==> src/rtl/ecpr_pkg.sv <==
package ecpr_pkg;

    localparam int NUM_FRAMES = 4;
    localparam int PAGE_BITS  = 16;
    localparam int FRAME_W    = (NUM_FRAMES > 1) ? $clog2(NUM_FRAMES) : 1;
    localparam int PASS_W     = 2;

    localparam logic [FRAME_W-1:0] LAST_FRAME = FRAME_W'(NUM_FRAMES - 1);

    typedef logic [PAGE_BITS-1:0] t_page;
    typedef logic [FRAME_W-1:0]   t_frame;

    // one frame table entry; the valid bit lives in flops in the controller
    typedef struct packed {
        t_page page;
        logic  use_b;
        logic  mod;
    } t_entry;

    typedef struct packed {
        logic   we;
        t_frame waddr;
        t_entry wdata;
        t_frame raddr;
    } t_mem_req;

    typedef struct packed {
        logic   hit;
        t_frame frame;
        logic   ev_valid;
        t_page  ev_page;
        logic   ev_dirty;
    } t_result;

    typedef enum logic [1:0] {
        S_IDLE,
        S_HIT,
        S_SCAN,
        S_DONE
    } t_state;

    function automatic t_frame next_frame(input t_frame f);
        t_frame nf;
        if (f == LAST_FRAME) begin
            nf = '0;
        end else begin
            nf = f + t_frame'(1);
        end
        return nf;
    endfunction

endpackage

==> src/rtl/enhanced_clock_page_replacement.sv <==
// Timing: a hit returns once the frames from the hand up to the matching one have been
// checked; a fill once every frame has been checked; an eviction after the hit search and
// the victim scan, all paced by one frame table read per cycle.
// Throughput: one request at a time; the next is taken the cycle after the result is
// registered, which may be while that result is still waiting downstream.
// Reset (synchronous, active low): all frames empty, hand at frame zero, no result pending.
module enhanced_clock_page_replacement (
    input  logic        i_clk,
    input  logic        i_rst_n,
    input  logic        s_axis_tvalid,
    output logic        s_axis_tready,
    input  logic [15:0] s_axis_tdata,   // page_number
    input  logic        s_axis_tuser,   // is_write
    output logic        m_axis_tvalid,
    input  logic        m_axis_tready,
    // frame_index[1:0], evicted_valid[2], evicted_page[18:3], evicted_dirty[19], zero
    output logic [23:0] m_axis_tdata,
    output logic        m_axis_tuser    // hit
);

    ecpr_pkg::t_mem_req mem_req;
    ecpr_pkg::t_entry   mem_rdata;
    ecpr_pkg::t_result  res;
    logic               res_valid;
    logic               out_free;

    logic        r_m_valid;
    logic [23:0] r_m_data;
    logic        r_m_user;

    assign out_free = !r_m_valid || m_axis_tready;

    ecpr_frame_mem u_mem (
        .i_clk   (i_clk),
        .i_req   (mem_req),
        .o_rdata (mem_rdata)
    );

    ecpr_ctrl u_ctrl (
        .i_clk       (i_clk),
        .i_rst_n     (i_rst_n),
        .i_req_valid (s_axis_tvalid),
        .i_req_page  (ecpr_pkg::PAGE_BITS'(s_axis_tdata)),
        .i_req_wr    (s_axis_tuser),
        .o_req_ready (s_axis_tready),
        .o_res_valid (res_valid),
        .o_res       (res),
        .i_res_ready (out_free),
        .o_mem_req   (mem_req),
        .i_mem_rdata (mem_rdata)
    );

    always_ff @(posedge i_clk) begin
        if (!i_rst_n) begin
            r_m_valid <= 1'b0;
        end else if (out_free) begin
            r_m_valid <= res_valid;
        end
    end

    always_ff @(posedge i_clk) begin
        if (res_valid && out_free) begin
            r_m_data <= {4'b0, res.ev_dirty, 16'(res.ev_page), res.ev_valid, 2'(res.frame)};
            r_m_user <= res.hit;
        end
    end

    assign m_axis_tvalid = r_m_valid;
    assign m_axis_tdata  = r_m_data;
    assign m_axis_tuser  = r_m_user;

endmodule

==> src/rtl/ecpr_frame_mem.sv <==
module ecpr_frame_mem (
    input  logic              i_clk,
    input  ecpr_pkg::t_mem_req i_req,
    output ecpr_pkg::t_entry  o_rdata
);

    ecpr_pkg::t_entry r_mem [ecpr_pkg::NUM_FRAMES];
    ecpr_pkg::t_entry r_rdata;

    always_ff @(posedge i_clk) begin
        if (i_req.we) begin
            r_mem[i_req.waddr] <= i_req.wdata;
        end
        r_rdata <= r_mem[i_req.raddr];
    end

    assign o_rdata = r_rdata;

endmodule

==> src/rtl/ecpr_ctrl.sv <==
module ecpr_ctrl (
    input  logic               i_clk,
    input  logic               i_rst_n,
    input  logic               i_req_valid,
    input  ecpr_pkg::t_page    i_req_page,
    input  logic               i_req_wr,
    output logic               o_req_ready,
    output logic               o_res_valid,
    output ecpr_pkg::t_result  o_res,
    input  logic               i_res_ready,
    output ecpr_pkg::t_mem_req o_mem_req,
    input  ecpr_pkg::t_entry   i_mem_rdata
);

    ecpr_pkg::t_state  r_state;
    ecpr_pkg::t_state  n_state;
    ecpr_pkg::t_page   r_page;
    logic              r_wr;
    ecpr_pkg::t_frame  r_chk;
    ecpr_pkg::t_frame  r_cnt;
    logic [ecpr_pkg::PASS_W-1:0] r_pass;
    ecpr_pkg::t_frame  r_hand;
    logic [ecpr_pkg::NUM_FRAMES-1:0] r_valid;
    logic              r_empty_found;
    ecpr_pkg::t_frame  r_empty;
    ecpr_pkg::t_result r_res;

    logic             accept;
    logic             cur_valid;
    logic             is_hit;
    logic             last;
    logic             have_empty;
    ecpr_pkg::t_frame empty_sel;
    logic             scan_b;
    logic             victim;

    assign accept     = i_req_valid && o_req_ready;
    assign cur_valid  = r_valid[r_chk];
    assign is_hit     = cur_valid && (i_mem_rdata.page == r_page);
    assign last       = (r_cnt == ecpr_pkg::LAST_FRAME);
    assign have_empty = r_empty_found || !cur_valid;
    assign empty_sel  = r_empty_found ? r_empty : r_chk;
    assign scan_b     = r_pass[0];
    assign victim     = !i_mem_rdata.use_b && (i_mem_rdata.mod == scan_b);

    always_comb begin
        n_state = r_state;
        unique case (r_state)
            ecpr_pkg::S_IDLE: begin
                if (accept) begin
                    n_state = ecpr_pkg::S_HIT;
                end
            end
            ecpr_pkg::S_HIT: begin
                if (is_hit) begin
                    n_state = ecpr_pkg::S_DONE;
                end else if (last) begin
                    n_state = have_empty ? ecpr_pkg::S_DONE : ecpr_pkg::S_SCAN;
                end
            end
            ecpr_pkg::S_SCAN: begin
                if (victim) begin
                    n_state = ecpr_pkg::S_DONE;
                end
            end
            ecpr_pkg::S_DONE: begin
                if (i_res_ready) begin
                    n_state = ecpr_pkg::S_IDLE;
                end
            end
            default: n_state = ecpr_pkg::S_IDLE;
        endcase
    end

    // read of the next frame is always in flight; a spare read on exit is harmless
    always_comb begin
        o_req_ready       = 1'b0;
        o_res_valid       = 1'b0;
        o_mem_req.we      = 1'b0;
        o_mem_req.waddr   = r_chk;
        o_mem_req.wdata   = i_mem_rdata;
        o_mem_req.raddr   = ecpr_pkg::next_frame(r_chk);
        unique case (r_state)
            ecpr_pkg::S_IDLE: begin
                o_req_ready     = 1'b1;
                o_mem_req.raddr = r_hand;
            end
            ecpr_pkg::S_HIT: begin
                if (is_hit) begin
                    o_mem_req.we          = 1'b1;
                    o_mem_req.wdata.use_b = 1'b1;
                    o_mem_req.wdata.mod   = i_mem_rdata.mod || r_wr;
                end else if (last && have_empty) begin
                    o_mem_req.we    = 1'b1;
                    o_mem_req.waddr = empty_sel;
                    o_mem_req.wdata = '{page: r_page, use_b: 1'b1, mod: r_wr};
                end
            end
            ecpr_pkg::S_SCAN: begin
                if (victim) begin
                    o_mem_req.we    = 1'b1;
                    o_mem_req.wdata = '{page: r_page, use_b: 1'b1, mod: r_wr};
                end else if (scan_b) begin
                    o_mem_req.we          = 1'b1;
                    o_mem_req.wdata.use_b = 1'b0;
                end
            end
            ecpr_pkg::S_DONE: begin
                o_res_valid = 1'b1;
            end
            default: begin
                o_req_ready = 1'b0;
            end
        endcase
    end

    always_ff @(posedge i_clk) begin
        if (!i_rst_n) begin
            r_state <= ecpr_pkg::S_IDLE;
            r_hand  <= '0;
            r_valid <= '0;
        end else begin
            r_state <= n_state;
            if (r_state == ecpr_pkg::S_HIT && !is_hit && last && have_empty) begin
                r_valid[empty_sel] <= 1'b1;
                r_hand             <= ecpr_pkg::next_frame(empty_sel);
            end
            if (r_state == ecpr_pkg::S_SCAN && victim) begin
                r_hand <= ecpr_pkg::next_frame(r_chk);
            end
        end
    end

    always_ff @(posedge i_clk) begin
        case (r_state)
            ecpr_pkg::S_IDLE: begin
                r_page        <= i_req_page;
                r_wr          <= i_req_wr;
                r_chk         <= r_hand;
                r_cnt         <= '0;
                r_empty_found <= 1'b0;
            end
            ecpr_pkg::S_HIT: begin
                if (is_hit) begin
                    r_res <= '{hit: 1'b1, frame: r_chk, ev_valid: 1'b0,
                               ev_page: '0, ev_dirty: 1'b0};
                end else if (last) begin
                    r_res <= '{hit: 1'b0, frame: empty_sel, ev_valid: 1'b0,
                               ev_page: '0, ev_dirty: 1'b0};
                    // hit search started at the hand, so the victim scan does too
                    r_chk  <= ecpr_pkg::next_frame(r_chk);
                    r_cnt  <= '0;
                    r_pass <= '0;
                end else begin
                    if (!cur_valid && !r_empty_found) begin
                        r_empty_found <= 1'b1;
                        r_empty       <= r_chk;
                    end
                    r_chk <= ecpr_pkg::next_frame(r_chk);
                    r_cnt <= r_cnt + ecpr_pkg::t_frame'(1);
                end
            end
            ecpr_pkg::S_SCAN: begin
                if (victim) begin
                    r_res <= '{hit: 1'b0, frame: r_chk, ev_valid: 1'b1,
                               ev_page: i_mem_rdata.page, ev_dirty: i_mem_rdata.mod};
                end else begin
                    r_chk <= ecpr_pkg::next_frame(r_chk);
                    if (last) begin
                        r_cnt  <= '0;
                        r_pass <= r_pass + ecpr_pkg::PASS_W'(1);
                    end else begin
                        r_cnt <= r_cnt + ecpr_pkg::t_frame'(1);
                    end
                end
            end
            default: begin
                r_res <= r_res;
            end
        endcase
    end

    assign o_res = r_res;

endmodule

==> config.mk <==
export PLATFORM = sky130hd
export DESIGN_NAME = enhanced_clock_page_replacement
export DESIGN_NICKNAME = d
export VERILOG_FILES = /design/src/rtl/ecpr_pkg.sv /design/src/rtl/enhanced_clock_page_replacement.sv /design/src/rtl/ecpr_frame_mem.sv /design/src/rtl/ecpr_ctrl.sv
export SDC_FILE = /design/constraint.sdc
export NUM_CORES = 1
export LEC_CHECK = 0
export BUFFER_PORTS_ARGS = -buffer_cell sky130_fd_sc_hd__clkbuf_2
export CORE_ASPECT_RATIO = 2
export CORE_MARGIN = 10
export CORE_UTILIZATION = 60
export CTS_BUF_LIST = sky130_fd_sc_hd__clkbuf_8
export CTS_CLUSTER_SIZE = 10
export DETAILED_ROUTE_END_ITERATION = 8
export PLACE_DENSITY = 0.8
export SETUP_SLACK_MARGIN = 0.02
export SYNTH_ARGS = -nofsm -noshare
export SYNTH_HDL_FRONTEND = slang
export SYNTH_SLANG_ARGS = --single-unit
==> constraint.sdc <==
create_clock -name i_clk -period 8.81 [get_ports i_clk]
set_input_delay 0.4405 -clock i_clk [delete_from_list [all_inputs] [get_ports i_clk]]
set_output_delay 0.4405 -clock i_clk [all_outputs]
set_load 0.1 [all_outputs]
### Word-level counts from Yosys, hierarchy flattened

Memory sizes are Yosys's and may differ from the RTL's. A register that Yosys moved wholly into a read port is not among the register bits.
Cells that the tools add are included.

* register bits: 77
* memory bits (writable): 72
* input port bits: 21
* output and inout port bits: 27
* logic and storage cells: 131
* memories kept: 1

* $add $sub $neg: 4
* order comparisons: 3
* equal/unequal tests: 18
* mux-type cells: 54
* bitwise logic cells: 3
* reductions and logical operators: 30

Memory list
* u_mem.r_mem: depth 4, bits a word 18, read ports 1, clocked after Yosys merged registers in 1, write ports 1, line ecpr_frame_mem.sv:7 `ecpr_pkg::t_entry r_mem [ecpr_pkg::NUM_FRAMES];`

Operator list (count)
* 21-bit two-way mux: 4
* 2-bit two-way mux: 22
* 21-bit one-hot mux with 2 select lines: 1
* 18-bit one-hot mux with 2 select lines: 1
* 18-bit two-way mux: 1
* 16-bit equality test: 1
* 1-bit two-way mux: 16
* 16-bit two-way mux: 1
* 2-bit one-hot mux with 3 select lines: 2
* 4-bit AND reduction: 3
* 1-bit logical AND: 11
* 2-bit equality test, second input constant: 5
* 2-bit != test, second input constant: 5
* 2-bit by 1-bit adder with 2-bit output, second input constant: 4
* 2-bit by 1-bit != test with 1-bit output, second input constant: 4
* 2-bit one-hot mux with 4 select lines: 1
* 2-bit by 3-bit < comparator with 1-bit output, second input constant: 2
* 3-bit AND reduction: 2
* 2-bit nonzero test: 3
* 1-bit logical NOT: 5
* 5-bit AND reduction: 1
* 4-bit bitwise OR: 1
* 1-bit one-hot mux with 2 select lines: 2
* 2-bit one-hot mux with 2 select lines: 1
* 10 further kinds: 13

### Depth between registers and ports, before layout

* depth in word-level cells: 10
* depth in mapped cells: 9
* depth with buffers taken out: 6

### Cells and area by module

A second synthesis with hierarchy kept.

* cells, all modules: 357
* area total of the unflattened synthesis: 6468.7 sq um

Modules (own cells, without submodules)
* ecpr_frame_mem: times used 1, cells each 116, area an instance 3030.4 sq um, sequential area each 2522.4 sq um
* ecpr_ctrl: times used 1, cells each 210, area an instance 2716.4 sq um, sequential area each 1541.5 sq um
* enhanced_clock_page_replacement: times used 1, cells each 31, area an instance 721.9 sq um, sequential area each 650.6 sq um

### Least setup slack after synthesis

Ideal clock, no wire load.

* path type: register to register
* start: register u_ctrl.r_state[0]
* end: register u_mem.o_rdata[10] (netlist name)
* library setup time: 0.134 ns
* arrival: 3.210 ns
* required time: 8.676 ns
* slack: 5.466 ns
* cell stages (with the launch flop): 7
* path buffers: 1
* period minus slack after synthesis: 3.344 ns
* path through: dfxtp_1 -> inv_1 -> ha_1 -> nor3_1 -> a21oi_2 -> buf_2 -> mux4_2

* cells in the longest elaborated chain, start to end: 2

Ends and longest elaborated chain
* start: declaration: line ecpr_ctrl.sv:15 `ecpr_pkg::t_state r_state;`
* start signal: assignment: line ecpr_ctrl.sv:119 `r_state <= ecpr_pkg::S_IDLE;`
* start signal: assignment: line ecpr_ctrl.sv:123 `r_state <= n_state;`
* 2-bit logical NOT: line ecpr_ctrl.sv:83 `unique case (r_state)`
* 2-bit two-way mux: line ecpr_ctrl.sv:83

No other way between the ends.
A chain may end at the register's enable or synchronous reset.

### Final worst setup path

* start: register u_ctrl.r_chk[0]
* end: memory u_mem.r_mem[2][11] (netlist name) (enable)

* cells in the longest elaborated chain, start to end: 10
* elaborated cells on any way between the ends: 14
* classes of those cells: mux: 10; reduce/logical: 4

Ends and longest elaborated chain
* start: declaration: line ecpr_ctrl.sv:19 `ecpr_pkg::t_frame r_chk;`
* start signal: assignment: line ecpr_ctrl.sv:139 `r_chk <= r_hand;`
* start signal: assignment: line ecpr_ctrl.sv:151 `r_chk <= ecpr_pkg::next_frame(r_chk);`
* start signal: assignment: line ecpr_ctrl.sv:159 `r_chk <= ecpr_pkg::next_frame(r_chk);`
* 1-bit binary-select mux with 2-bit select: line ecpr_ctrl.sv:38 `assign cur_valid = r_valid[r_chk];`
* 1-bit two-way mux (not written as such): line ecpr_ctrl.sv:38
* 1-bit logical NOT: line ecpr_ctrl.sv:41 `assign have_empty = r_empty_found || !cur_valid;`
* 1-bit logical OR: line ecpr_ctrl.sv:41
* 1-bit logical AND: line ecpr_ctrl.sv:93 `end else if (last && have_empty) begin`
* 21-bit two-way mux: line ecpr_ctrl.sv:93
* 1-bit two-way mux: line ecpr_ctrl.sv:89 `if (is_hit) begin`
* 1-bit one-hot mux with 2 select lines: line ecpr_ctrl.sv:83
* 1-bit two-way mux: line ecpr_frame_mem.sv:11 `if (i_req.we) begin`
* 1-bit two-way mux (not written as such): line ecpr_frame_mem.sv:12 `r_mem[i_req.waddr] <= i_req.wdata;`
* end: declaration: line ecpr_frame_mem.sv:7

Parallel ways exist; a longest one is shown, timed or not. The select of a mux whose other input is x is not followed.

==> flow_summary.ini <==
[synth]
flop_and_latch_count_out_of_synthesis = 166
synth_most_common_cell = sky130_fd_sc_hd__edfxtp_1
yosysSeqAreaShare_pct = 73.0
synth_top_cells_by_count = sky130_fd_sc_hd__edfxtp_1 (139), sky130_fd_sc_hd__dfxtp_1 (27), sky130_fd_sc_hd__and2_1 (19), sky130_fd_sc_hd__mux4_2 (19), sky130_fd_sc_hd__xnor2_1 (16)
synth.cell_area_mm2 = 0.00645
ys.flop_type = sky130_fd_sc_hd__edfxtp_1
synth_area_per_cell_um2 = 17.6
asyncSetResetFlopFracSynth_pct = 0
ys.warnings.count = 0
synth_top_cell_by_area = sky130_fd_sc_hd__edfxtp_1
yosys-top-cells-area = sky130_fd_sc_hd__edfxtp_1 (65%), sky130_fd_sc_hd__dfxtp_1 (8.4%), sky130_fd_sc_hd__mux4_2 (6.6%)
yosysUniqueCellTypes = 46
syn-instance-count = 366
number_of_enable_type_register_cells_in_the_synthesized_netlist = 139
synthDominantCellAreaShare_pct = 64.7

[final_layout]
register_area_mm2 = 0.00471
fillCellCount = 732
finalNetCount = 453
areaGrowthSynthToFinish_pct = 10.4
diodes = 0
multi_input_comb_area_mm2 = 0.00160
layout-drive-gt1-share_pct = 27.8

[routing]
detail_route.vias_per_cell = 5.72
detail-route-antenna-nets = 0
drt_first_iter_violations = 305
drc = 0
route.final.wire_length_um = 11500
num_vias = 3271
total_iterations_of_the_first_detailed_routing_run = 4
wl_per_cell_um = 20.1

[die]
die_x_um = 93.3
placement_rows = 53
die_area_mm2 = 0.0156
overall_die_height_um = 167
boundaryPins = 48
core_region_area_mm2 = 0.0105
initial_cell_density_of_the_core_pct = 61.2

[outcome]
status = completed

[setup_path]
max_stage_delay_ps = 670
critPathMaxFanout = 18
critPathLaunchType = register
cpLargestDelayFamily = compound AO/OA/AOI/OAI gates
critPathArrivalTime_ps = 3180
crit_path_end_kind = register
cp.required_ps = 8940
worstPathBufferInverterCount = 1
crit_slowest_cell = sky130_fd_sc_hd__mux4_2
cp_cell_sequence = mux4_2, a21boi_4, nand2_1, a21oi_2, nand3_1, a22oi_1, buf_4
criticalPathCategory = register to register

[timing]
final_period_minus_worst_setup_slack_ps = 3050
setup_viol = 0
fin_skew_ps = 10.1
fmax_ghz = 0.328
worst-slew-pin-transition_ps = 929
final.setup.tns_ps = 0
grt_setup_unrepaired = false
max_slew_margin_pct = 37.8
hold_viol_final = 0
finalMaxSlewViolations = 0
share_of_the_clock_period_used_by_the_worst_path_after_layout_pct = 34.6

[grt]
grt_first_pass_wirelength_um = 18400
initial_antenna_violation_count = 0
grt.overflow.total = 0
grt_max_degree = 27
via_count_of_the_first_global_routing_pass = 3507
grt_use_total_pct = 15.7

[cts]
cts_htree_levels = 4
insertion_delay_ps = 450
cts_hold_buffers = 0
cts.repair_timing.setup_buffer_count = 0
clkTransAtPathRegs_ps = 90
numClockSinks = 166
total_cts_buffers = 17
tritoncts = done
cts_root_buffer = sky130_fd_sc_hd__clkbuf_8
cts_buffer_depth = 2
cts-resized-gates = 0

[worst_hold_path]
worst_hold_path_type = input pin to register

[power_and_ir_drop]
total_power_mw = 2.47
power_leakage_nw = 2.54
power_density_normalized_to_cell_area_mw_per_mm2 = 347
ir_drop_uv = 175

[place]
buffer_ports.inserted = 43
dp.final_hpwl_um = 8010
globalplace.congestion = 0.856

[run]
max_cap_check_violation_count = 0
## power breakdown
part | internal (mW) | switching (mW) | total, mW
Clock | 0.195 | 0.266 | 0.460
Combinational | 0.287 | 0.456 | 0.743
Sequential | 1.16 | 0.111 | 1.27
## per-stage QoR
| step | utilization (%) | setup WS [ps] | instances | area, um2 | hold slack (ps) |
|---|---|---|---|---|---|
| 2_1_floorplan | - | 5470 | 369 | 6470 | 400 |
| 4_1_cts | 67.6 | 5750 | 572 | 7130 | 136 |
| 6_report | 67.6 | 5760 | 572 | 7130 | 163 |
| 3_3_place_gp | 64.4 | 5880 | 540 | 6790 | 401 |
| 5_1_grt | 67.6 | 5550 | 572 | 7130 | 135 |
| 3_5_place_dp | 64.4 | 5770 | 540 | 6790 | 406 |
## registers in the layout, summed over array words and instances (netlist names)
name	cells
u_ctrl.r_empty_found	1
u_ctrl.r_page	16
u_ctrl.r_cnt	2
u_mem.o_rdata	18
m_axis_tuser	1
u_ctrl.r_state	2
u_ctrl.r_wr	1
u_ctrl.r_valid	4
u_ctrl.r_hand	2
u_ctrl.r_chk	2
u_ctrl.o_res	21
m_axis_tvalid	1
u_mem.r_mem	72
u_ctrl.r_empty	2
u_ctrl.r_pass	1
m_axis_tdata	20
## layout by cell type (no fill, tap or decap), types with 2 or more instances in the layout
cell type	instances
sky130_fd_sc_hd__a21oi_1	8
sky130_fd_sc_hd__a21oi_2	2
sky130_fd_sc_hd__a22o_1	10
sky130_fd_sc_hd__a22o_2	7
sky130_fd_sc_hd__a22oi_1	4
sky130_fd_sc_hd__and2_1	19
sky130_fd_sc_hd__buf_4	8
sky130_fd_sc_hd__clkbuf_2	43
sky130_fd_sc_hd__clkbuf_8	17
sky130_fd_sc_hd__clkinv_2	3
sky130_fd_sc_hd__clkinv_4	2
sky130_fd_sc_hd__clkinvlp_4	4
sky130_fd_sc_hd__conb_1	4
sky130_fd_sc_hd__dfxtp_1	27
sky130_fd_sc_hd__edfxtp_1	139
sky130_fd_sc_hd__ha_1	10
sky130_fd_sc_hd__inv_1	7
sky130_fd_sc_hd__inv_6	4
sky130_fd_sc_hd__mux2_2	4
sky130_fd_sc_hd__mux2i_1	5
sky130_fd_sc_hd__mux4_2	19
sky130_fd_sc_hd__nand2_1	10
sky130_fd_sc_hd__nand2b_1	2
sky130_fd_sc_hd__nand3_1	8
sky130_fd_sc_hd__nand4_1	4
sky130_fd_sc_hd__nor2_1	8
sky130_fd_sc_hd__nor2b_1	7
sky130_fd_sc_hd__nor3_1	2
sky130_fd_sc_hd__o211a_1	2
sky130_fd_sc_hd__o21ai_0	10
sky130_fd_sc_hd__or3b_2	2
sky130_fd_sc_hd__xnor2_1	16
## final timing paths
| path | start | endpoint | slack (ps) | cells past startpoint |
|---|---|---|---|---|
| max | u_ctrl.r_chk[0] | u_mem.r_mem[2][11] | 5760 | 7 |
| min reg2reg | u_ctrl.o_res[2] | m_axis_tdata[4] | 420 | 0 |
| max reg2reg | u_ctrl.r_chk[0] | u_mem.r_mem[2][11] | 5760 | 7 |
| min | s_axis_tdata[3] | u_ctrl.r_page[3] | 160 | 1 |
## logic make-up after synthesis
logic type	count (synthesis)	synth area share, %
AND/OR/NAND/NOR	69	6.07
other	1	0.0581
buffers and inverters	23	2.35
XOR/XNOR	17	2.31
multiplexers	28	8.10
flip-flops	166	73.0
adder cells (fa/ha/maj)	10	1.94
AO/OA/AOI/OAI	52	6.15
## routing by layer
layer,vias up,track usage (%),part of all wire (%)
met5,-,0,0
met4,0,8.10,2.2
met3,19,4.41,5.3
met2,89,26.6,54
met1,1644,17.1,38
li1,1519,-,-
## cell type report
type / count / area share [%]
Inverter: 6 / 0.316
Clock buffer: 17 / 3.28
Timing Repair Buffer: 51 / 3.86
Clock inverter: 15 / 1.47
Sequential cell: 166 / 66.2
Multi-Input combinational cell: 180 / 22.5
Tap cell: 137 / 2.41
(Power assumes the default switching activity.)
